$ cat src/rtl/serial_rx_fifo_with_interrupt_top_macros.svh
// assertion macros for the serial receive fifo block
// used by the datapath module; needs clock and reset in scope
`ifndef SERIAL_RX_FIFO_WITH_INTERRUPT_TOP_MACROS_SVH
`define SERIAL_RX_FIFO_WITH_INTERRUPT_TOP_MACROS_SVH

// same-cycle implication, checked on every rising clock edge out of reset
`define SRXFI_ASSERT_NOW(label, ante, cons) \
   label: assert property (@(posedge clock) disable iff (reset) (ante) |-> (cons)) \
      else $error("srxfi same-cycle check failed");

// next-cycle implication, checked on every rising clock edge out of reset
`define SRXFI_ASSERT_NEXT(label, ante, cons) \
   label: assert property (@(posedge clock) disable iff (reset) (ante) |=> (cons)) \
      else $error("srxfi next-cycle check failed");

`endif

$ cat src/rtl/srxfi_pkg.sv
// shared types and constants for the serial receive fifo block
// no dependencies
`default_nettype none

package srxfi_pkg;

   // fifo geometry
   localparam int FIFO_DEPTH = 16;
   localparam int PTR_W      = (FIFO_DEPTH > 1) ? $clog2(FIFO_DEPTH) : 1;
   localparam int CNT_W      = $clog2(FIFO_DEPTH + 1);

   // bus ports
   localparam logic [31:0] STATUS_PORT = 32'd110;
   localparam logic [31:0] DATA_PORT   = 32'd111;

   // status register bits
   localparam int ST_READY_BIT     = 0;
   localparam int ST_TX_READY_BIT  = 1;
   localparam int ST_INTERRUPT_BIT = 2;

   // word function codes
   typedef enum logic [1:0] {
      FN_RECEIVE = 2'd0,
      FN_READ    = 2'd1,
      FN_WRITE   = 2'd2,
      FN_TICK    = 2'd3
   } func_type;

   // controller states
   typedef enum logic [2:0] {
      ST_IDLE = 3'b001,
      ST_EXEC = 3'b010,
      ST_RESP = 3'b100
   } state_type;

   // controller to datapath commands
   typedef struct packed {
      logic load;   // capture the incoming word
      logic exec;   // apply the word to the state, form the result
   } cmd_type;

endpackage

`default_nettype wire

$ cat src/rtl/srxfi_ctrl.sv
// controller state machine for the serial receive fifo block
// depends on srxfi_pkg
`default_nettype none

module srxfi_ctrl (
   input  wire logic             clock,
   input  wire logic             reset,
   input  wire logic             req_valid,
   output logic                  req_stall,
   output logic                  rsp_valid,
   input  wire logic             rsp_stall,
   output srxfi_pkg::cmd_type    cmd
);
   import srxfi_pkg::*;

   state_type state_ff;
   state_type state_in;

   // next state
   always_comb begin
      state_in = state_ff;
      unique case (state_ff)
         ST_IDLE: begin
            if (req_valid) state_in = ST_EXEC;
         end
         ST_EXEC: begin
            state_in = ST_RESP;
         end
         ST_RESP: begin
            if (!rsp_stall) state_in = ST_IDLE;
         end
         default: begin
            state_in = ST_IDLE;
         end
      endcase
   end

   always_ff @(posedge clock) begin
      if (reset) begin
         state_ff <= ST_IDLE;
      end else begin
         state_ff <= state_in;
      end
   end

   // handshakes and datapath commands
   assign req_stall = (state_ff != ST_IDLE);
   assign rsp_valid = (state_ff == ST_RESP);
   assign cmd.load  = (state_ff == ST_IDLE) && req_valid;
   assign cmd.exec  = (state_ff == ST_EXEC);

endmodule

`default_nettype wire

$ cat src/rtl/srxfi_dp.sv
// datapath for the serial receive fifo block: fifo store, pointers, flags
// depends on srxfi_pkg and serial_rx_fifo_with_interrupt_top_macros.svh
`default_nettype none

module srxfi_dp (
   input  wire logic               clock,
   input  wire logic               reset,
   input  wire srxfi_pkg::cmd_type cmd,
   input  wire logic [1:0]         req_func,
   input  wire logic [31:0]        req_port,
   input  wire logic [7:0]         req_wdata,
   input  wire logic [7:0]         req_rx_byte,
   input  wire logic               req_cpu_int_enable,
   output logic [7:0]              rsp_rdata,
   output logic                    rsp_tx_valid,
   output logic [7:0]              rsp_tx_byte,
   output logic                    rsp_irq
);
   import srxfi_pkg::*;

   // captured word
   func_type    func_ff;
   logic [31:0] port_ff;
   logic [7:0]  wdata_ff;
   logic [7:0]  rx_byte_ff;
   logic        cpu_ie_ff;

   // fifo state
   logic [7:0]       mem [FIFO_DEPTH];
   logic [PTR_W-1:0] head_ff, head_in;
   logic [PTR_W-1:0] tail_ff, tail_in;
   logic [CNT_W-1:0] count_ff, count_in;
   logic             rx_en_ff, rx_en_in;
   logic             pending_ff, pending_in;
   logic             delivery_ff, delivery_in;

   // result registers
   logic [7:0] rdata_ff, rdata_in;
   logic       sel_mem_ff, sel_mem_in;
   logic [7:0] mem_q_ff;
   logic       tx_valid_ff, tx_valid_in;
   logic [7:0] tx_byte_ff, tx_byte_in;
   logic       irq_ff, irq_in;

   logic is_status, is_data, not_empty, full, do_push, do_pop;
   logic [PTR_W-1:0] head_inc, tail_inc;

   // capture the word on accept
   always_ff @(posedge clock) begin
      if (cmd.load) begin
         func_ff    <= func_type'(req_func);
         port_ff    <= req_port;
         wdata_ff   <= req_wdata;
         rx_byte_ff <= req_rx_byte;
         cpu_ie_ff  <= req_cpu_int_enable;
      end
   end

   // decode
   assign is_status = (port_ff == STATUS_PORT);
   assign is_data   = (port_ff == DATA_PORT);
   assign not_empty = (count_ff != '0);
   assign full      = (count_ff == CNT_W'(FIFO_DEPTH));
   assign do_push   = cmd.exec && (func_ff == FN_RECEIVE) && !full;
   assign do_pop    = cmd.exec && (func_ff == FN_READ) && is_data && not_empty;
   assign head_inc  = (head_ff == PTR_W'(FIFO_DEPTH - 1)) ? '0 : head_ff + 1'b1;
   assign tail_inc  = (tail_ff == PTR_W'(FIFO_DEPTH - 1)) ? '0 : tail_ff + 1'b1;

   // state update and result for the captured word
   always_comb begin
      head_in     = head_ff;
      tail_in     = tail_ff;
      count_in    = count_ff;
      rx_en_in    = rx_en_ff;
      pending_in  = pending_ff;
      delivery_in = delivery_ff;
      rdata_in    = rdata_ff;
      sel_mem_in  = sel_mem_ff;
      tx_valid_in = tx_valid_ff;
      tx_byte_in  = tx_byte_ff;
      irq_in      = irq_ff;
      if (cmd.exec) begin
         rdata_in    = '0;
         sel_mem_in  = 1'b0;
         tx_valid_in = 1'b0;
         tx_byte_in  = '0;
         irq_in      = 1'b0;
         unique case (func_ff)
            FN_RECEIVE: begin
               if (!full) begin
                  tail_in  = tail_inc;
                  count_in = count_ff + 1'b1;
               end
               // fifo is never empty after a receive
               if (rx_en_ff && !pending_ff) begin
                  pending_in  = 1'b1;
                  delivery_in = 1'b1;
               end
            end
            FN_READ: begin
               if (is_status) begin
                  rdata_in[ST_READY_BIT]     = not_empty;
                  rdata_in[ST_TX_READY_BIT]  = 1'b1;
                  rdata_in[ST_INTERRUPT_BIT] = pending_ff;
                  pending_in                 = 1'b0;
               end else if (is_data && not_empty) begin
                  sel_mem_in = 1'b1;
                  head_in    = head_inc;
                  count_in   = count_ff - 1'b1;
               end
            end
            FN_WRITE: begin
               if (is_status) begin
                  rx_en_in = wdata_ff[0];
                  if (!rx_en_ff && wdata_ff[0] && not_empty && !pending_ff) begin
                     pending_in  = 1'b1;
                     delivery_in = 1'b1;
                  end
               end else if (is_data) begin
                  tx_valid_in = 1'b1;
                  tx_byte_in  = wdata_ff;
               end
            end
            FN_TICK: begin
               if (delivery_ff && cpu_ie_ff) begin
                  delivery_in = 1'b0;
                  irq_in      = 1'b1;
               end
            end
            default: begin
               irq_in = 1'b0;
            end
         endcase
      end
   end

   // control registers
   always_ff @(posedge clock) begin
      if (reset) begin
         head_ff     <= '0;
         tail_ff     <= '0;
         count_ff    <= '0;
         rx_en_ff    <= 1'b0;
         pending_ff  <= 1'b0;
         delivery_ff <= 1'b0;
      end else begin
         head_ff     <= head_in;
         tail_ff     <= tail_in;
         count_ff    <= count_in;
         rx_en_ff    <= rx_en_in;
         pending_ff  <= pending_in;
         delivery_ff <= delivery_in;
      end
   end

   // result registers
   always_ff @(posedge clock) begin
      rdata_ff    <= rdata_in;
      sel_mem_ff  <= sel_mem_in;
      tx_valid_ff <= tx_valid_in;
      tx_byte_ff  <= tx_byte_in;
      irq_ff      <= irq_in;
   end

   // fifo store: write at tail, registered read at head
   always_ff @(posedge clock) begin
      if (do_push) mem[tail_ff] <= rx_byte_ff;
      if (do_pop)  mem_q_ff     <= mem[head_ff];
   end

   assign rsp_rdata    = sel_mem_ff ? mem_q_ff : rdata_ff;
   assign rsp_tx_valid = tx_valid_ff;
   assign rsp_tx_byte  = tx_byte_ff;
   assign rsp_irq      = irq_ff;

   // checks
   `include "serial_rx_fifo_with_interrupt_top_macros.svh"

   `SRXFI_ASSERT_NOW(a_ptr_match, head_ff == tail_ff, count_ff == '0 || count_ff == CNT_W'(FIFO_DEPTH))
   `SRXFI_ASSERT_NOW(a_count_max, 1'b1, count_ff <= CNT_W'(FIFO_DEPTH))
   `SRXFI_ASSERT_NOW(a_delivery_raise, $rose(delivery_ff), $rose(pending_ff))
   `SRXFI_ASSERT_NOW(a_irq_consumes, $rose(irq_ff), $fell(delivery_ff))
   `SRXFI_ASSERT_NEXT(a_pop_nonempty, do_pop, count_ff == $past(count_ff) - 1'b1)

endmodule

`default_nettype wire

$ cat src/rtl/serial_rx_fifo_with_interrupt_top.sv
// top level of the serial receive fifo with interrupt
// depends on srxfi_pkg, srxfi_ctrl, srxfi_dp
//
//   channel | direction | handshake            | payload
//   req_    | in        | req_valid/req_stall  | func, port, wdata, rx_byte, cpu_int_enable
//   rsp_    | out       | rsp_valid/rsp_stall  | rdata, tx_valid, tx_byte, irq
//
// each word passes through three steps: capture, execute, present the result
// one word is in flight at a time; the controller state machine sets the pace
// the result register holds while rsp_stall is high, and req_stall stays high until it is taken
// reset is synchronous and active high and clears pointers, count and interrupt flags
`default_nettype none

module serial_rx_fifo_with_interrupt_top (
   input  wire logic        clock,
   input  wire logic        reset,
   input  wire logic        req_valid,
   output logic             req_stall,
   input  wire logic [1:0]  req_func,
   input  wire logic [31:0] req_port,
   input  wire logic [7:0]  req_wdata,
   input  wire logic [7:0]  req_rx_byte,
   input  wire logic        req_cpu_int_enable,
   output logic             rsp_valid,
   input  wire logic        rsp_stall,
   output logic [7:0]       rsp_rdata,
   output logic             rsp_tx_valid,
   output logic [7:0]       rsp_tx_byte,
   output logic             rsp_irq
);
   import srxfi_pkg::*;

   cmd_type cmd;

   // sequencing
   srxfi_ctrl u_ctrl (
      .clock     (clock),
      .reset     (reset),
      .req_valid (req_valid),
      .req_stall (req_stall),
      .rsp_valid (rsp_valid),
      .rsp_stall (rsp_stall),
      .cmd       (cmd)
   );

   // fifo and flags
   srxfi_dp u_dp (
      .clock              (clock),
      .reset              (reset),
      .cmd                (cmd),
      .req_func           (req_func),
      .req_port           (req_port),
      .req_wdata          (req_wdata),
      .req_rx_byte        (req_rx_byte),
      .req_cpu_int_enable (req_cpu_int_enable),
      .rsp_rdata          (rsp_rdata),
      .rsp_tx_valid       (rsp_tx_valid),
      .rsp_tx_byte        (rsp_tx_byte),
      .rsp_irq            (rsp_irq)
   );

endmodule

`default_nettype wire
$ cat config.mk
export PLATFORM = sky130hd
export DESIGN_NAME = serial_rx_fifo_with_interrupt_top
export DESIGN_NICKNAME = d
export VERILOG_FILES = /design/src/rtl/srxfi_pkg.sv /design/src/rtl/srxfi_ctrl.sv /design/src/rtl/srxfi_dp.sv /design/src/rtl/serial_rx_fifo_with_interrupt_top.sv
export VERILOG_INCLUDE_DIRS = /design/src /design/src/rtl
export SDC_FILE = /design/constraint.sdc
export NUM_CORES = 1
export LEC_CHECK = 0
export ABC_AREA = 1
export BUFFER_PORTS_ARGS = -buffer_cell sky130_fd_sc_hd__buf_2
export CAP_MARGIN = 30
export CORE_ASPECT_RATIO = 0.9
export CORE_MARGIN = 1.5
export CORE_UTILIZATION = 30
export DETAILED_ROUTE_END_ITERATION = 6
export PLACE_DENSITY = 0.55
export SYNTH_ARGS = -nofsm -noshare
export SYNTH_HDL_FRONTEND = slang
export SYNTH_SLANG_ARGS = --single-unit
$ cat constraint.sdc
create_clock -name clock -period 3.3 [get_ports clock]
set_input_delay 0.33 -clock clock [delete_from_list [all_inputs] [get_ports clock]]
set_output_delay 0.33 -clock clock [all_outputs]
set_load 0.01 [all_outputs]
==> metrics <==
Post-Place Cells around 1.1k; period utilization around 70%; Power Density just under 600 nW/um^2; DIE WIDTH 183 um; Starting Density 30.9%; # setup viols final 0; final count of pins violating max slew 0; I/O pin cnt 75; Non-Filler Instances ~1.2k; worst setup path class register to register; Wirelength per Cell 16.4 um; cts hold-fix bufs 48; Fill cells between 2k and 3k; pin count of the biggest net entering global routing between 60 and 70; Die Area 30100 um^2; DRC viols 0; Sinks on Clock Net between 200 and 250; RePlAce Congestion just under 0.8; Syn Area/Cell around 13 um^2; Min Hold Slack 0.0366 ns; Final Cell Area around 11000 um^2; Max clock buf depth 3; min-delay worst type input pin to register; CTS buffer count 24; antenna violations before repair 1; worst skew pair latency around 0.52 ns; Seq/Total Area, Yosys about three quarters; Avg Vias per Cell between 4 and 5; Syn-to-layout area delta 25.0%; most used flip-flop cell after synthesis edfxtp_1; Antenna Nets Post-Route 0; row cnt a little under 60; CP Data Required Time about 3.4 ns; placed inst area roughly 9500 um^2; Core ar. between 20000 and 30000 um^2; # Post-CTS Setup Buffers 0; CTS tree done; Worst-Margin Slew 0.901 ns; most common cell after layout, fill and taps aside edfxtp_1; Post-Syn Area between 8000 and 9000 um^2; number of global-route vias before repair 5229; Root Buffer Master clkbuf_16; syn nets ~750; Synth cell types 40; first-pass GRT wire length about 30 mm; number of max-cap violations 0; Max VDD drop between 0.4 and 0.5 mV; Data arrival, critical path around 2.5 ns; Final nets approximately 900; post-cts sizing count 0; via count around 5.5k; Pleak between 3 and 4 nW; H-tree depth 1; Async SR Flop Fraction 0%; outcome finished, final reports clean; Worst Setup End Kind register; total gr overflow 0; gr usage total about an eighth; number of enable flip-flop cells after synthesis roughly 200; synthesized instance count between 600 and 700; Startpoint Class register; Max-slew headroom about two fifths; clock-pin transition on the worst setup and hold timing paths roughly 0.06 ns; share of layout cells above drive strength 1 17.8%; FF/Latch Area between 6000 and 7000 um^2; top fanout value on the critical path 17; Period minus WS final 2.38 ns; Port Buf Inserts between 70 and 80; Die Y 165 um; RSZ-0062 raised after global routing no; drt pass-1 iters 5; most frequent cells in the layout edfxtp_1 (201), nor2_1 (131), buf_2 (74); WL final just under 20 mm; Detail Placement HPWL between 10 and 15 mm; yosys warns 0; register bit total from synthesis 220; Post-Route Setup TNS 0 ns; f_max between 400 and 500 MHz; initial DRC count 501; Max Clock Skew between 0.02 and 0.025 ns; Fin. Hold Viols 0; multi-input logic area between 1500 and 2000 um^2
[logic make-up (layout without fill, tap and decap cells)]
kind of cell	Yosys count	in the layout	share of synthesized area (%)
and+or+nand+nor	247	247	12.2
muxes	3	3	0.388
AOI/OAI and AO/OA	125	125	8.32
adders and majority gates	9	9	1.38
xor gates and xnor gates	5	5	0.503
buffers and inverters	74	224	3.52
DFF	220	220	73.7
other	0	1	0
[state kept, by name, indices dropped and copies added, names as in the netlist]
name	count
u_dp.count_ff	5
u_dp.rsp_tx_valid	1
u_dp.rsp_irq	1
u_dp.port_ff	32
u_dp.mem_q_ff	8
u_dp.pending_ff	1
u_dp.wdata_ff	8
u_dp.head_ff	4
u_dp.rsp_tx_byte	8
u_dp.cpu_ie_ff	1
u_dp.rx_byte_ff	8
u_dp.rdata_ff	3
u_dp.rx_en_ff	1
u_ctrl.state_ff	3
u_dp.delivery_ff	1
u_dp.mem	128
u_dp.sel_mem_ff	1
u_dp.func_ff	2
u_dp.tail_ff	4
[cell usage after synthesis, drive strengths merged, types with 2 or more instances]
cell type	instances	area [um^2]
ha	8	100
nand4	5	37.5
buf	11	68.8
nand2	70	280
inv	48	180
nand3	28	163
clkbuf	12	45.0
dfxtp	19	380
a21oi	14	73.8
a211oi	2	20.0
mux2	3	33.8
o221ai	13	114
o22ai	19	119
edfxtp	201	6040
clkinv	3	12.5
nor2	138	548
nor3	5	30.0
o211ai	3	22.5
xor2	4	35.0
o21ai	73	369
[worst max-delay path, cell delays in order, from the launching register on]
cell	delay [ns]
dfxtp_1	0.37
nand3_2	0.16
inv_2	0.33
nand3_2	0.23
inv_2	0.15
nand2_1	0.18
nor2_1	0.58
[layer usage]
layer / global-route usage (%) / routed length, um / share of wire [%] / up-vias
li1: - / - / - / 2708
met1: 19.1 / 9430 / 48 / 2666
met2: 19.7 / 8780 / 45 / 143
met3: 2.12 / 1060 / 5.4 / 25
met4: 3.61 / 337 / 1.7 / 0
met5: 0 / 0 / 0 / -
[where the power goes]
part           total, mW  switching [mW]  internal [mW]  leakage (nW)
sequential          3.20          0.0703           3.13          1.97
clock               3.00            1.05           1.95         0.441
combinational      0.208           0.109         0.0991          1.41
[area by class of cell]
type,count,area share [%]
Clock buffer,31,6.03
Multi-Input combinational cell,389,18.3
Antenna cell,1,0.0230
Inverter,51,1.77
Timing Repair Buffer,129,8.48
Sequential cell,220,58.9
Clock inverter,13,2.32
Tap cell,360,4.14
[final timing paths]
| path | startpoint | endpoint | slack, ns | depth (start not counted) |
|---|---|---|---|---|
| worst max-delay path | u_ctrl.state_ff[1] | u_dp.mem[4][5] | 0.92 | 6 |
| worst min-delay path | req_valid | u_ctrl.state_ff[0] | 0.04 | 2 |
| worst max register to register | u_ctrl.state_ff[1] | u_dp.mem[4][5] | 0.92 | 6 |
| worst min register to register | u_dp.rx_en_ff | u_dp.rx_en_ff | 0.49 | 2 |
[per-stage QoR]
step	setup slack (ns)	util (%)	power (mW)
final	0.924	38.6	6.41
after global routing	0.742	38.6	6.62
after global placement	0.983	33.5	3.41
after CTS	0.921	38.5	6.48
after detailed placement	0.915	33.5	3.42
after floorplan	0.0740	-	3.31
Note: power is estimated with default switching activity, not from simulation.
